### src/sv/stxetx_pkg.sv
// Shared types, constants and the CRC-16 byte update for the STX/ETX framer.
package stxetx_pkg;

  localparam int unsigned BYTE_W    = 8;
  localparam int unsigned TOTAL_W   = 9;
  localparam int unsigned CFG_IDX_W = 8;
  localparam int unsigned BURST_MAX = 6;
  localparam int unsigned CNT_W     = $clog2(BURST_MAX + 1);

  localparam logic [CFG_IDX_W-1:0] REG_START_BYTE = 8'd0;
  localparam logic [CFG_IDX_W-1:0] REG_END_BYTE   = 8'd1;

  localparam logic [BYTE_W-1:0]  START_BYTE_RST = 8'h02;
  localparam logic [BYTE_W-1:0]  END_BYTE_RST   = 8'h03;
  localparam logic [TOTAL_W-1:0] TOTAL_RST      = 9'd6;

  localparam logic [BYTE_W-1:0]  LEN_OVERHEAD   = 8'd4;
  localparam logic [TOTAL_W-1:0] TOTAL_OVERHEAD = 9'd6;
  localparam logic [15:0]        CRC_POLY       = 16'h8408;

  localparam logic CMD_HEADER  = 1'b0;
  localparam logic CMD_PAYLOAD = 1'b1;

  typedef struct packed {
    logic [BURST_MAX-1:0][BYTE_W-1:0] bytes;
    logic [CNT_W-1:0]                 count;
    logic                             has_end;
    logic [TOTAL_W-1:0]               total;
  } burst_t;

  function automatic logic [15:0] crc_byte(input logic [15:0] acc, input logic [7:0] b);
    logic [15:0] c;
    c = acc ^ {8'h00, b};
    for (int i = 0; i < 8; i++) begin
      if (c[0]) begin
        c = (c >> 1) ^ CRC_POLY;
      end else begin
        c = c >> 1;
      end
    end
    return c;
  endfunction

endpackage

### src/sv/stxetx_item_if.sv
// Input item channel: header or payload word.
interface stxetx_item_if;
  logic       valid;
  logic       ready;
  logic       cmd;
  logic [7:0] msg_type;
  logic [7:0] pay_len;
  logic [7:0] data_byte;

  modport source (output valid, cmd, msg_type, pay_len, data_byte, input ready);
  modport sink   (input valid, cmd, msg_type, pay_len, data_byte, output ready);
endinterface

### src/sv/stxetx_result_if.sv
// Output channel: one serialized frame byte per word.
interface stxetx_result_if;
  logic       valid;
  logic       ready;
  logic [7:0] out_byte;
  logic       frame_end;
  logic [8:0] frame_total;
  logic       last;

  modport source (output valid, out_byte, frame_end, frame_total, last, input ready);
  modport sink   (input valid, out_byte, frame_end, frame_total, last, output ready);
endinterface

### src/sv/stxetx_cfg_if.sv
// Configuration write channel: register index and write data.
interface stxetx_cfg_if;
  logic       valid;
  logic       ready;
  logic [7:0] index;
  logic [7:0] data;

  modport source (output valid, index, data, input ready);
  modport sink   (input valid, index, data, output ready);
endinterface

### src/sv/stx_etx_crc16_framer.sv
// Top level of the STX/ETX frame builder with CRC-16 trailer.
// The first byte of a word appears in the cycle after the word is accepted.
// Throughput: one output byte per cycle while result.ready is high, and then a payload
// word is taken every cycle; a header emits 3 or 6 bytes and a closing payload word 4.
// The result register holds one word's bytes; the next word enters as its last byte leaves.
// Reset (rst, synchronous): no frame open, delimiters 0x02/0x03, output empty.
module stx_etx_crc16_framer
  import stxetx_pkg::*;
(
  input logic            clk,
  input logic            rst,
  stxetx_item_if.sink    item,
  stxetx_result_if.source result,
  stxetx_cfg_if.sink     cfg
);

  burst_t burst;
  logic   take;
  logic   fire;

  assign item.ready = take;
  assign fire       = item.valid && take;
  assign cfg.ready  = 1'b1;

  stxetx_core u_core (
    .clk       (clk),
    .rst       (rst),
    .fire      (fire),
    .cmd       (item.cmd),
    .msg_type  (item.msg_type),
    .pay_len   (item.pay_len),
    .data_byte (item.data_byte),
    .cfg_fire  (cfg.valid),
    .cfg_index (cfg.index),
    .cfg_data  (cfg.data),
    .burst     (burst)
  );

  stxetx_emit u_emit (
    .clk           (clk),
    .rst           (rst),
    .fire          (fire),
    .burst         (burst),
    .take          (take),
    .out_ready     (result.ready),
    .out_valid     (result.valid),
    .out_byte      (result.out_byte),
    .out_frame_end (result.frame_end),
    .out_total     (result.frame_total),
    .out_last      (result.last)
  );

endmodule

### src/sv/stxetx_core.sv
// Frame state, CRC update and burst build for one accepted word.
module stxetx_core
  import stxetx_pkg::*;
(
  input  logic                 clk,
  input  logic                 rst,
  input  logic                 fire,
  input  logic                 cmd,
  input  logic [BYTE_W-1:0]    msg_type,
  input  logic [BYTE_W-1:0]    pay_len,
  input  logic [BYTE_W-1:0]    data_byte,
  input  logic                 cfg_fire,
  input  logic [CFG_IDX_W-1:0] cfg_index,
  input  logic [BYTE_W-1:0]    cfg_data,
  output burst_t               burst
);

  logic               in_frame, in_frame_next;
  logic [BYTE_W-1:0]  bytes_left, bytes_left_next;
  logic [15:0]        crc_acc, crc_acc_next;
  logic [TOTAL_W-1:0] frame_len, frame_len_next;
  logic [BYTE_W-1:0]  start_byte, end_byte;

  logic [BYTE_W-1:0]  len_byte;
  logic [TOTAL_W-1:0] hdr_total;
  logic [15:0]        hdr_crc_a, hdr_crc, pay_crc;
  logic [BYTE_W-1:0]  left_dec;

  assign len_byte  = pay_len + LEN_OVERHEAD;
  assign hdr_total = {1'b0, pay_len} + TOTAL_OVERHEAD;
  assign hdr_crc_a = crc_byte(16'h0000, len_byte);
  assign hdr_crc   = crc_byte(hdr_crc_a, msg_type);
  assign pay_crc   = crc_byte(crc_acc, data_byte);
  assign left_dec  = bytes_left - 8'd1;

  always_comb begin
    in_frame_next   = in_frame;
    bytes_left_next = bytes_left;
    crc_acc_next    = crc_acc;
    frame_len_next  = frame_len;
    burst           = '0;
    burst.total     = frame_len;
    unique case (cmd)
      CMD_HEADER: begin
        burst.bytes[0] = start_byte;
        burst.bytes[1] = len_byte;
        burst.bytes[2] = msg_type;
        burst.bytes[3] = hdr_crc[7:0];
        burst.bytes[4] = hdr_crc[15:8];
        burst.bytes[5] = end_byte;
        burst.total    = hdr_total;
        burst.has_end  = (pay_len == '0);
        burst.count    = burst.has_end ? CNT_W'(6) : CNT_W'(3);
        crc_acc_next    = hdr_crc;
        frame_len_next  = hdr_total;
        in_frame_next   = !burst.has_end;
        bytes_left_next = pay_len;
      end
      CMD_PAYLOAD: begin
        if (in_frame) begin
          burst.bytes[0] = data_byte;
          burst.bytes[1] = pay_crc[7:0];
          burst.bytes[2] = pay_crc[15:8];
          burst.bytes[3] = end_byte;
          burst.has_end  = (left_dec == '0);
          burst.count    = burst.has_end ? CNT_W'(4) : CNT_W'(1);
          crc_acc_next    = pay_crc;
          in_frame_next   = !burst.has_end;
          bytes_left_next = left_dec;
        end
      end
      default: begin
      end
    endcase
  end

  always_ff @(posedge clk) begin
    if (rst) begin
      in_frame   <= 1'b0;
      bytes_left <= '0;
      crc_acc    <= '0;
      frame_len  <= TOTAL_RST;
    end else if (fire) begin
      in_frame   <= in_frame_next;
      bytes_left <= bytes_left_next;
      crc_acc    <= crc_acc_next;
      frame_len  <= frame_len_next;
    end
  end

  always_ff @(posedge clk) begin
    if (rst) begin
      start_byte <= START_BYTE_RST;
      end_byte   <= END_BYTE_RST;
    end else if (cfg_fire) begin
      unique case (cfg_index)
        REG_START_BYTE: start_byte <= cfg_data;
        REG_END_BYTE:   end_byte   <= cfg_data;
        default: begin
        end
      endcase
    end
  end

endmodule

### src/sv/stxetx_emit.sv
// Result register that holds one burst and shifts it out one byte per word.
module stxetx_emit
  import stxetx_pkg::*;
(
  input  logic               clk,
  input  logic               rst,
  input  logic               fire,
  input  burst_t             burst,
  output logic               take,
  input  logic               out_ready,
  output logic               out_valid,
  output logic [BYTE_W-1:0]  out_byte,
  output logic               out_frame_end,
  output logic [TOTAL_W-1:0] out_total,
  output logic               out_last
);

  logic                             vld;
  logic [CNT_W-1:0]                 left;
  logic [BURST_MAX-1:0][BYTE_W-1:0] shreg;
  logic                             has_end;
  logic [TOTAL_W-1:0]               total;
  logic                             pop, final_word, load;

  assign final_word    = (left == CNT_W'(1));
  assign pop           = vld && out_ready;
  assign take          = !vld || (out_ready && final_word);
  assign load          = fire && (burst.count != '0);

  assign out_valid     = vld;
  assign out_byte      = shreg[0];
  assign out_frame_end = has_end && final_word;
  assign out_total     = total;
  assign out_last      = final_word;

  always_ff @(posedge clk) begin
    if (rst) begin
      vld  <= 1'b0;
      left <= '0;
    end else if (load) begin
      vld  <= 1'b1;
      left <= burst.count;
    end else if (pop) begin
      vld  <= !final_word;
      left <= left - CNT_W'(1);
    end
  end

  always_ff @(posedge clk) begin
    if (load) begin
      shreg   <= burst.bytes;
      has_end <= burst.has_end;
      total   <= burst.total;
    end else if (pop) begin
      shreg   <= {{BYTE_W{1'b0}}, shreg[BURST_MAX-1:1]};
    end
  end

endmodule
### src/flat_wrapper.sv
// flat-port wrapper written by rule: the top's interface ports become plain ports
module stx_etx_crc16_framer_flat import stxetx_pkg::*;
  (clk, rst, item_valid, item_cmd, item_msg_type, item_pay_len, item_data_byte, item_ready, result_valid, result_out_byte, result_frame_end, result_frame_total, result_last, result_ready, cfg_valid, cfg_index, cfg_data, cfg_ready);
  stxetx_item_if item_i ();
  stxetx_result_if result_i ();
  stxetx_cfg_if cfg_i ();
  input logic clk;
  input logic rst;
  input wire logic [$bits(item_i.valid)-1:0] item_valid;
  input wire logic [$bits(item_i.cmd)-1:0] item_cmd;
  input wire logic [$bits(item_i.msg_type)-1:0] item_msg_type;
  input wire logic [$bits(item_i.pay_len)-1:0] item_pay_len;
  input wire logic [$bits(item_i.data_byte)-1:0] item_data_byte;
  output wire logic [$bits(item_i.ready)-1:0] item_ready;
  output wire logic [$bits(result_i.valid)-1:0] result_valid;
  output wire logic [$bits(result_i.out_byte)-1:0] result_out_byte;
  output wire logic [$bits(result_i.frame_end)-1:0] result_frame_end;
  output wire logic [$bits(result_i.frame_total)-1:0] result_frame_total;
  output wire logic [$bits(result_i.last)-1:0] result_last;
  input wire logic [$bits(result_i.ready)-1:0] result_ready;
  input wire logic [$bits(cfg_i.valid)-1:0] cfg_valid;
  input wire logic [$bits(cfg_i.index)-1:0] cfg_index;
  input wire logic [$bits(cfg_i.data)-1:0] cfg_data;
  output wire logic [$bits(cfg_i.ready)-1:0] cfg_ready;
  assign item_i.valid = item_valid;
  assign item_i.cmd = item_cmd;
  assign item_i.msg_type = item_msg_type;
  assign item_i.pay_len = item_pay_len;
  assign item_i.data_byte = item_data_byte;
  assign item_ready = item_i.ready;
  assign result_valid = result_i.valid;
  assign result_out_byte = result_i.out_byte;
  assign result_frame_end = result_i.frame_end;
  assign result_frame_total = result_i.frame_total;
  assign result_last = result_i.last;
  assign result_i.ready = result_ready;
  assign cfg_i.valid = cfg_valid;
  assign cfg_i.index = cfg_index;
  assign cfg_i.data = cfg_data;
  assign cfg_ready = cfg_i.ready;
  stx_etx_crc16_framer u_core (.clk(clk), .rst(rst), .item(item_i), .result(result_i), .cfg(cfg_i));
endmodule
### config.mk
export PLATFORM = sky130hd
export DESIGN_NAME = stx_etx_crc16_framer_flat
export DESIGN_NICKNAME = d
export VERILOG_FILES = /design/src/sv/stxetx_pkg.sv /design/src/sv/stxetx_item_if.sv /design/src/sv/stxetx_result_if.sv /design/src/sv/stxetx_cfg_if.sv /design/src/sv/stx_etx_crc16_framer.sv /design/src/sv/stxetx_core.sv /design/src/sv/stxetx_emit.sv /design/src/flat_wrapper.sv
export SDC_FILE = /design/constraint.sdc
export NUM_CORES = 1
export LEC_CHECK = 0
export BUFFER_PORTS_ARGS = -buffer_cell sky130_fd_sc_hd__buf_4
export CAP_MARGIN = 10
export CORE_ASPECT_RATIO = 1.25
export CORE_MARGIN = 2
export CORE_UTILIZATION = 30
export DETAILED_ROUTE_END_ITERATION = 10
export GPL_TIMING_DRIVEN = 0
export HOLD_SLACK_MARGIN = 0.05
export PLACE_DENSITY = 0.45
export RECOVER_POWER = 100
export SLEW_MARGIN = 40
export SYNTH_ARGS = -nofsm -noshare
export SYNTH_HDL_FRONTEND = slang
export SYNTH_SLANG_ARGS = --single-unit
export TNS_END_PERCENT = 1
### constraint.sdc
create_clock -name clk -period 4.4 [get_ports clk]
set_input_delay 1.32 -clock clk [delete_from_list [all_inputs] [get_ports clk]]
set_output_delay 1.32 -clock clk [all_outputs]
set_load 0.01 [all_outputs]
==> results.toml, run 1 <==
[hold_path]
hold_class = "reg -> reg"
hold_depth = 2

[sta]
drv_slew = 11
hold_ws_ns = 0.462
worstMarginPinSlew_ns = 1.57
fin_crit_ns = 3.81
rsz0062_at_grt = "no"
setup_ws_ns = 0.592
clock_skew_ns = 0.00523
period_share = 0.865
finalSetupViolCount = 0
clock.fmax_ghz = 0.263
relSlewSlack = -0.0556
hold_viol_final = 0
setup_tns_ns = 0

[yosys]
synth-edff-count = 58
synth_seq_area_share = 0.454
synth_top_family_by_area = "compound AO/OA/AOI/OAI gates"
postSynthCellCount = 625
synth_xor_area_frac = 0.140
syn_nets = 679
synthMuxAreaShare = 0.0308
synth.ff_latch_count = 112
async_flop_share = 0
synth_warnings = 0
synth_cell_types = 68
synth_compound_area_frac = 0.169
synthAdderAreaFrac = 0.0161
synth-simple-area-share = 0.141
syn_area_mm2 = 0.00622
syn_area_per_cell_um2 = 9.95
synth-main-ff-cell = "edfxtp_1"

[global_route]
grt_usage = 0.203
grt_pass1_wl_um = 32400
antenna_found_initial = 0
grt_max_degree = 31
grt_pass1_vias = 5127
overflow = 0

[final_layout]
num-fill-cells = 2075
n_antenna_cell = 0
nNetsFinal = 750
utilization = 0.356
drive_gt1_frac = 0.134
seq_area_mm2 = 0.00282
multi_input_area_mm2 = 0.00306
syn2layout_area_growth_pct = 16.0

[clock_network]
clk_path_buf_depth = 2
cts_root_buffer = "clkbuf_16"
clk_pin_slew_ns = 0.08
cts_hold_buf = 0
cts_tree = "built"
clkSinkCount = 112
cts-buffers-inserted = 9
cts_setup_buffers = 0
cts-htree-levels = 3
post_cts_resized = 0
clock_latency_ns = 0.37

[critical_path]
crit_type = "in -> reg"
startpoint = "result_ready"
r2r_slack_ns = 1.08
r2r_start = "u_core.u_emit.left[1]"
worst_ep_required_time_ns = 4.57
critPathBufInv = 2
path_delay_family = "compound AO/OA/AOI/OAI gates"
slowest_stage = "o21ai_0"
crit_path_start_kind = "input pin"
crit_cells = 6
path_common_cell = "clkbuf_1"
crit_fanout = 10
ff2ff_path_depth = 7
end_kind = "flip-flop"
critical_path.max_stage_delay_ns = 1.20
crit_end = "u_core.u_emit.shreg[15]"
r2r-end = "u_core.u_emit.shreg[15]"
crit_arrival_ns = 3.98
crit_path_cell_trace = "clkbuf_1, and3b_1, o21ai_0, clkbuf_1, o22ai_1, a21oi_1"

[drt]
vias = 5114
wl_per_cell_um = 22.2
via_per_inst = 5.27
first_pass_iters = 5
wl_um = 21600
drt_iter0_drc = 445
ant_nets = 0
post-route-drc-count = 0

[power]
peakVddDrop_uv = 181
p_leak_nw = 2.70
p_per_area_mw_per_mm2 = 404
power_mw = 2.91

[placed_design]
dpl.hpwl_um = 15800
gp_congestion = 0.914
numPortBuffers = 59
dpl_worst_slack_ns = 0.569

[die]
die-area_mm2 = 0.0219
io_pins = 68
row_count = 58
initial_utilization = 0.307
die_w_um = 133
fp.dieH_um = 165
core-area_mm2 = 0.0202

[job]
maxCapViolations = 1

[run_status]
run_status = "complete, but fails checks"
failed_checks = "capacitance limit, slew limit"
-- cell usage in the layout, fill, tap and decap left out, types with 3 or more instances in the layout --
| cell type | count |
|---|---|
| nand2_1 | 67 |
| edfxtp_1 | 58 |
| dfxtp_1 | 54 |
| clkbuf_1 | 49 |
| buf_4 | 46 |
| a21oi_1 | 46 |
| nor2_1 | 46 |
| xnor2_1 | 39 |
| o22ai_1 | 37 |
| o21ai_0 | 30 |
| xor2_1 | 20 |
| mux2i_1 | 18 |
| inv_1 | 15 |
| nand2b_1 | 14 |
| nand3_1 | 10 |
| xnor3_1 | 10 |
| clkbuf_16 | 9 |
| ha_1 | 8 |
| clkbuf_4 | 8 |
| and3_1 | 7 |
| o211ai_1 | 6 |
| o21a_1 | 6 |
| nand3b_1 | 5 |
| buf_2 | 5 |
| a22oi_1 | 5 |
| a211oi_1 | 5 |
| nor4_1 | 4 |
| nor2b_1 | 4 |
| and2_1 | 4 |
| a31o_2 | 4 |
| a31oi_1 | 4 |
| a221oi_1 | 3 |
| o221ai_1 | 3 |
-- state kept, by name (all words and copies together), names as in the netlist --
signal                    cells
u_core.u_emit.shreg          40
u_core.u_core.end_byte        8
u_core.u_emit.has_end         1
u_core.u_emit.out_valid       1
u_core.u_emit.out_byte        8
u_core.u_core.in_frame        1
u_core.u_emit.left            3
u_core.u_emit.out_total       9
u_core.u_core.start_byte      8
u_core.u_core.frame_len       9
u_core.u_core.bytes_left      8
u_core.u_core.crc_acc        16
-- synthesized netlist by cell type, drive strengths merged (16+ instances only) --
cell	number	area [µm²]
buf	19	121
inv	16	60.1
o21ai	31	159
xor2	20	175
dfxtp	54	1080
nand2	68	255
clkbuf	31	116
xnor2	43	448
a21oi	46	230
mux2i	18	180
edfxtp	58	1740
nor2	46	175
o22ai	37	231
-- worst reg2reg max path: cells and delay by family (launching register included) --
| kind | cells | cell delay [ns] |
|---|---|---|
| compound gates | 3 | 1.67 |
| flops | 1 | 0.33 |
| buf+inv | 2 | 0.71 |
| fa+ha+maj | 1 | 0.20 |
| simple gates | 1 | 0.21 |
-- how the worst min path moves through the flow --
stage                                       endpoint                       start  slack, ns
after floorplan           u_core.u_core.frame_len[0]  u_core.u_core.frame_len[0]       0.44
after global placement    u_core.u_core.frame_len[3]  u_core.u_core.frame_len[3]       0.44
after detailed placement  u_core.u_core.frame_len[0]  u_core.u_core.frame_len[0]       0.45
after CTS                 u_core.u_core.frame_len[3]  u_core.u_core.frame_len[3]       0.47
after global routing      u_core.u_core.frame_len[0]  u_core.u_core.frame_len[0]       0.49
final                     u_core.u_core.frame_len[0]  u_core.u_core.frame_len[0]       0.46
-- final cells by class --
type	count	share of cell area
repair buffers	60	0.0574
well taps	270	0.0468
clock buffers	10	0.0317
inverters	17	0.00884
plain buffers	50	0.0321
multi-input cells	446	0.425
clock inverters	6	0.00728
flip-flops and latches	112	0.391
-- per-layer routing --
layer,up-vias,GRT usage,share of wire
li1,2380,-,-
met1,2533,0.247,0.42
met2,167,0.364,0.51
met3,34,0.0267,0.046
met4,0,0.0821,0.029
met5,-,0,0
-- cells by family (layout without fill, tap and decap cells) --
group                    count (synthesis)  count (layout)
other                                    1               1
AND/OR/NAND/NOR                        178             178
buffers and inverters                   67             143
AO/OA/AOI/OAI                          166             166
adder cells (fa/ha/maj)                  8               8
multiplexers                            19              19
flip-flops                             112             112
XOR/XNOR                                74              74
-- report_power, final --
group | switching [mW] | total, mW | internal [mW] | leakage, nW
combinational | 0.484 | 0.811 | 0.328 | 1.57
clock | 0.427 | 0.822 | 0.395 | 0.136
sequential | 0.0538 | 1.28 | 1.23 | 0.997
-- stage by stage --
stage / instance area (µm²) / std cells
after global routing: 7220 / 971
after CTS: 7320 / 971
after floorplan: 6220 / 625
after global placement: 7000 / 954
final: 7220 / 971
after detailed placement: 7040 / 955
Power figures use the tool's default switching activity.
==> run 2: changes to the inputs <==
--- a/config.mk
+++ b/config.mk
@@ -14,7 +14,6 @@
 export GPL_TIMING_DRIVEN = 0
 export HOLD_SLACK_MARGIN = 0.05
 export PLACE_DENSITY = 0.45
-export RECOVER_POWER = 100
 export SLEW_MARGIN = 40
 export SYNTH_ARGS = -nofsm -noshare
 export SYNTH_HDL_FRONTEND = slang
==> run 2 against run 1 <==
Effect of this change:
- the flow now finishes without violations
- total power up 0.72%
- clock skew is 0.0020 ns higher
- design area is 1.5% higher
- largest cell class unchanged
- wire length shrank 0.11%
- non-clock buffer count did not move
==> results.toml, run 2 (same netlist as run 1, synthesis figures left out) <==
[run_status]
run_status = "finished clean"

[placed_design]
dpl.hpwl_um = 15800
numPortBuffers = 59
dpl_worst_slack_ns = 0.569
gp_congestion = 0.914
place_area_mm2 = 0.00704

[drt]
wl_per_cell_um = 22.2
post-route-drc-count = 0
wl_um = 21500
via_per_inst = 5.23
drt_iter0_drc = 394
ant_nets = 0
first_pass_iters = 5
vias = 5077

[global_route]
grt_max_degree = 31
grt_pass1_vias = 5127
top_usage_layer = "met2"
grt_pass1_wl_um = 32400
overflow = 0
global_route.usage.met3 = 0.0267
grt_use_met1 = 0.247
grt_usage = 0.203
grt.met2_usage = 0.364
antenna_found_initial = 0

[clock_network]
clock_latency_ns = 0.37
cts-buffers-inserted = 9
clk_pin_slew_ns = 0.08
clkSinkCount = 112
cts_tree = "built"
clk_path_buf_depth = 2
cts_setup_buffers = 0
post_cts_resized = 0
cts-htree-levels = 3
cts_hold_buf = 0
cts_root_buffer = "clkbuf_16"

[sta]
setup_ws_ns = 0.950
clock.fmax_ghz = 0.290
rsz0062_at_grt = "no"
finalSetupViolCount = 0
worstMarginPinSlew_ns = 0.837
drv_slew = 0
relSlewSlack = 0.442
clock_skew_ns = 0.00719
hold_viol_final = 0
period_share = 0.784
fin_crit_ns = 3.45

[critical_path]
crit_fanout = 10
crit_arrival_ns = 3.57
crit_type = "in -> reg"
end_kind = "flip-flop"
worst_ep_required_time_ns = 4.52
crit_path_start_kind = "input pin"
ff2ff_path_depth = 7

[hold_path]
hold_depth = 2
hold_class = "reg -> reg"

[power]
peakVddDrop_uv = 182
p_per_area_mw_per_mm2 = 401
p_leak_nw = 2.78

[final_layout]
drive_gt1_frac = 0.167
mostFrequentLayoutCell = "buf_4"
top_register = "u_core.u_emit.shreg"
nNetsFinal = 750
syn2layout_area_growth_pct = 17.8
layout_common_cells = "buf_4 (69), nand2_1 (67), edfxtp_1 (58)"
stdcell_area_mm2 = 0.00732
n_antenna_cell = 0
reg.largest.list = "u_core.u_emit.shreg (40), u_core.u_core.crc_acc (16)"
seq_area_mm2 = 0.00282
largest_reg_flops = 40
multi_input_area_mm2 = 0.00311
num-fill-cells = 2054

[die]
fp.dieH_um = 165
row_count = 58
die_w_um = 133
initial_utilization = 0.307
io_pins = 68
core-area_mm2 = 0.0202
die-area_mm2 = 0.0219

[job]
maxCapViolations = 0
==> run 2: cell types whose count changed in the layout (fill, tap and decap cells not counted), moves of 2 or more <==
cell      change
clkbuf_1     -18
buf_4        +23
clkbuf_4      -8
o21ai_0       -2
==> run 2: layout make-up <==
class	instances	share of cell area
Clock inverter	6	0.00717
Sequential cell	112	0.385
Multi-Input combinational cell	446	0.424
Buffer	50	0.0330
Inverter	17	0.00871
Tap cell	270	0.0461
Timing Repair Buffer	60	0.0642
Clock buffer	10	0.0313
==> run 2: worst paths after layout <==
check / startpoint / to / slack (ns)
min reg2reg: u_core.u_core.frame_len[0] / u_core.u_core.frame_len[0] / 0.46
max reg2reg: u_core.u_emit.left[1] / u_core.u_emit.shreg[10] / 1.44
max: result_ready / u_core.u_emit.shreg[10] / 0.95
min: u_core.u_core.frame_len[0] / u_core.u_core.frame_len[0] / 0.46
==> run 2: power breakdown <==
part / switching (mW) / total, mW / internal, mW
sequential: 0.0543 / 1.28 / 1.23
clock: 0.431 / 0.826 / 0.395
combinational: 0.487 / 0.829 / 0.342
==> run 2: metal layers <==
| metal | vias up | part of all wire |
|---|---|---|
| met5 | - | 0 |
| met4 | 0 | 0.030 |
| met3 | 39 | 0.041 |
| met2 | 158 | 0.50 |
| met1 | 2500 | 0.43 |
| li1 | 2380 | - |
==> run 2: per-stage QoR <==
stage	total power [mW]	utilization	std cells	setup TNS (ns)	hold slack [ns]
finish	2.94	0.362	971	0	0.462
global route	3.06	0.362	971	0	0.490
CTS	2.95	0.362	971	0	0.466
detailed placement	2.13	0.348	955	0	0.452
global placement	2.12	0.346	954	-34.07	0.443
floorplan	1.84	-	625	0	0.437
==> run 2: critical path, stage by stage <==
cell and delay, ns:
buf_4 0.12, and3b_1 0.22, o21ai_2 0.55, nor2_1 0.37
clkbuf_1 0.44, a211oi_1 0.55
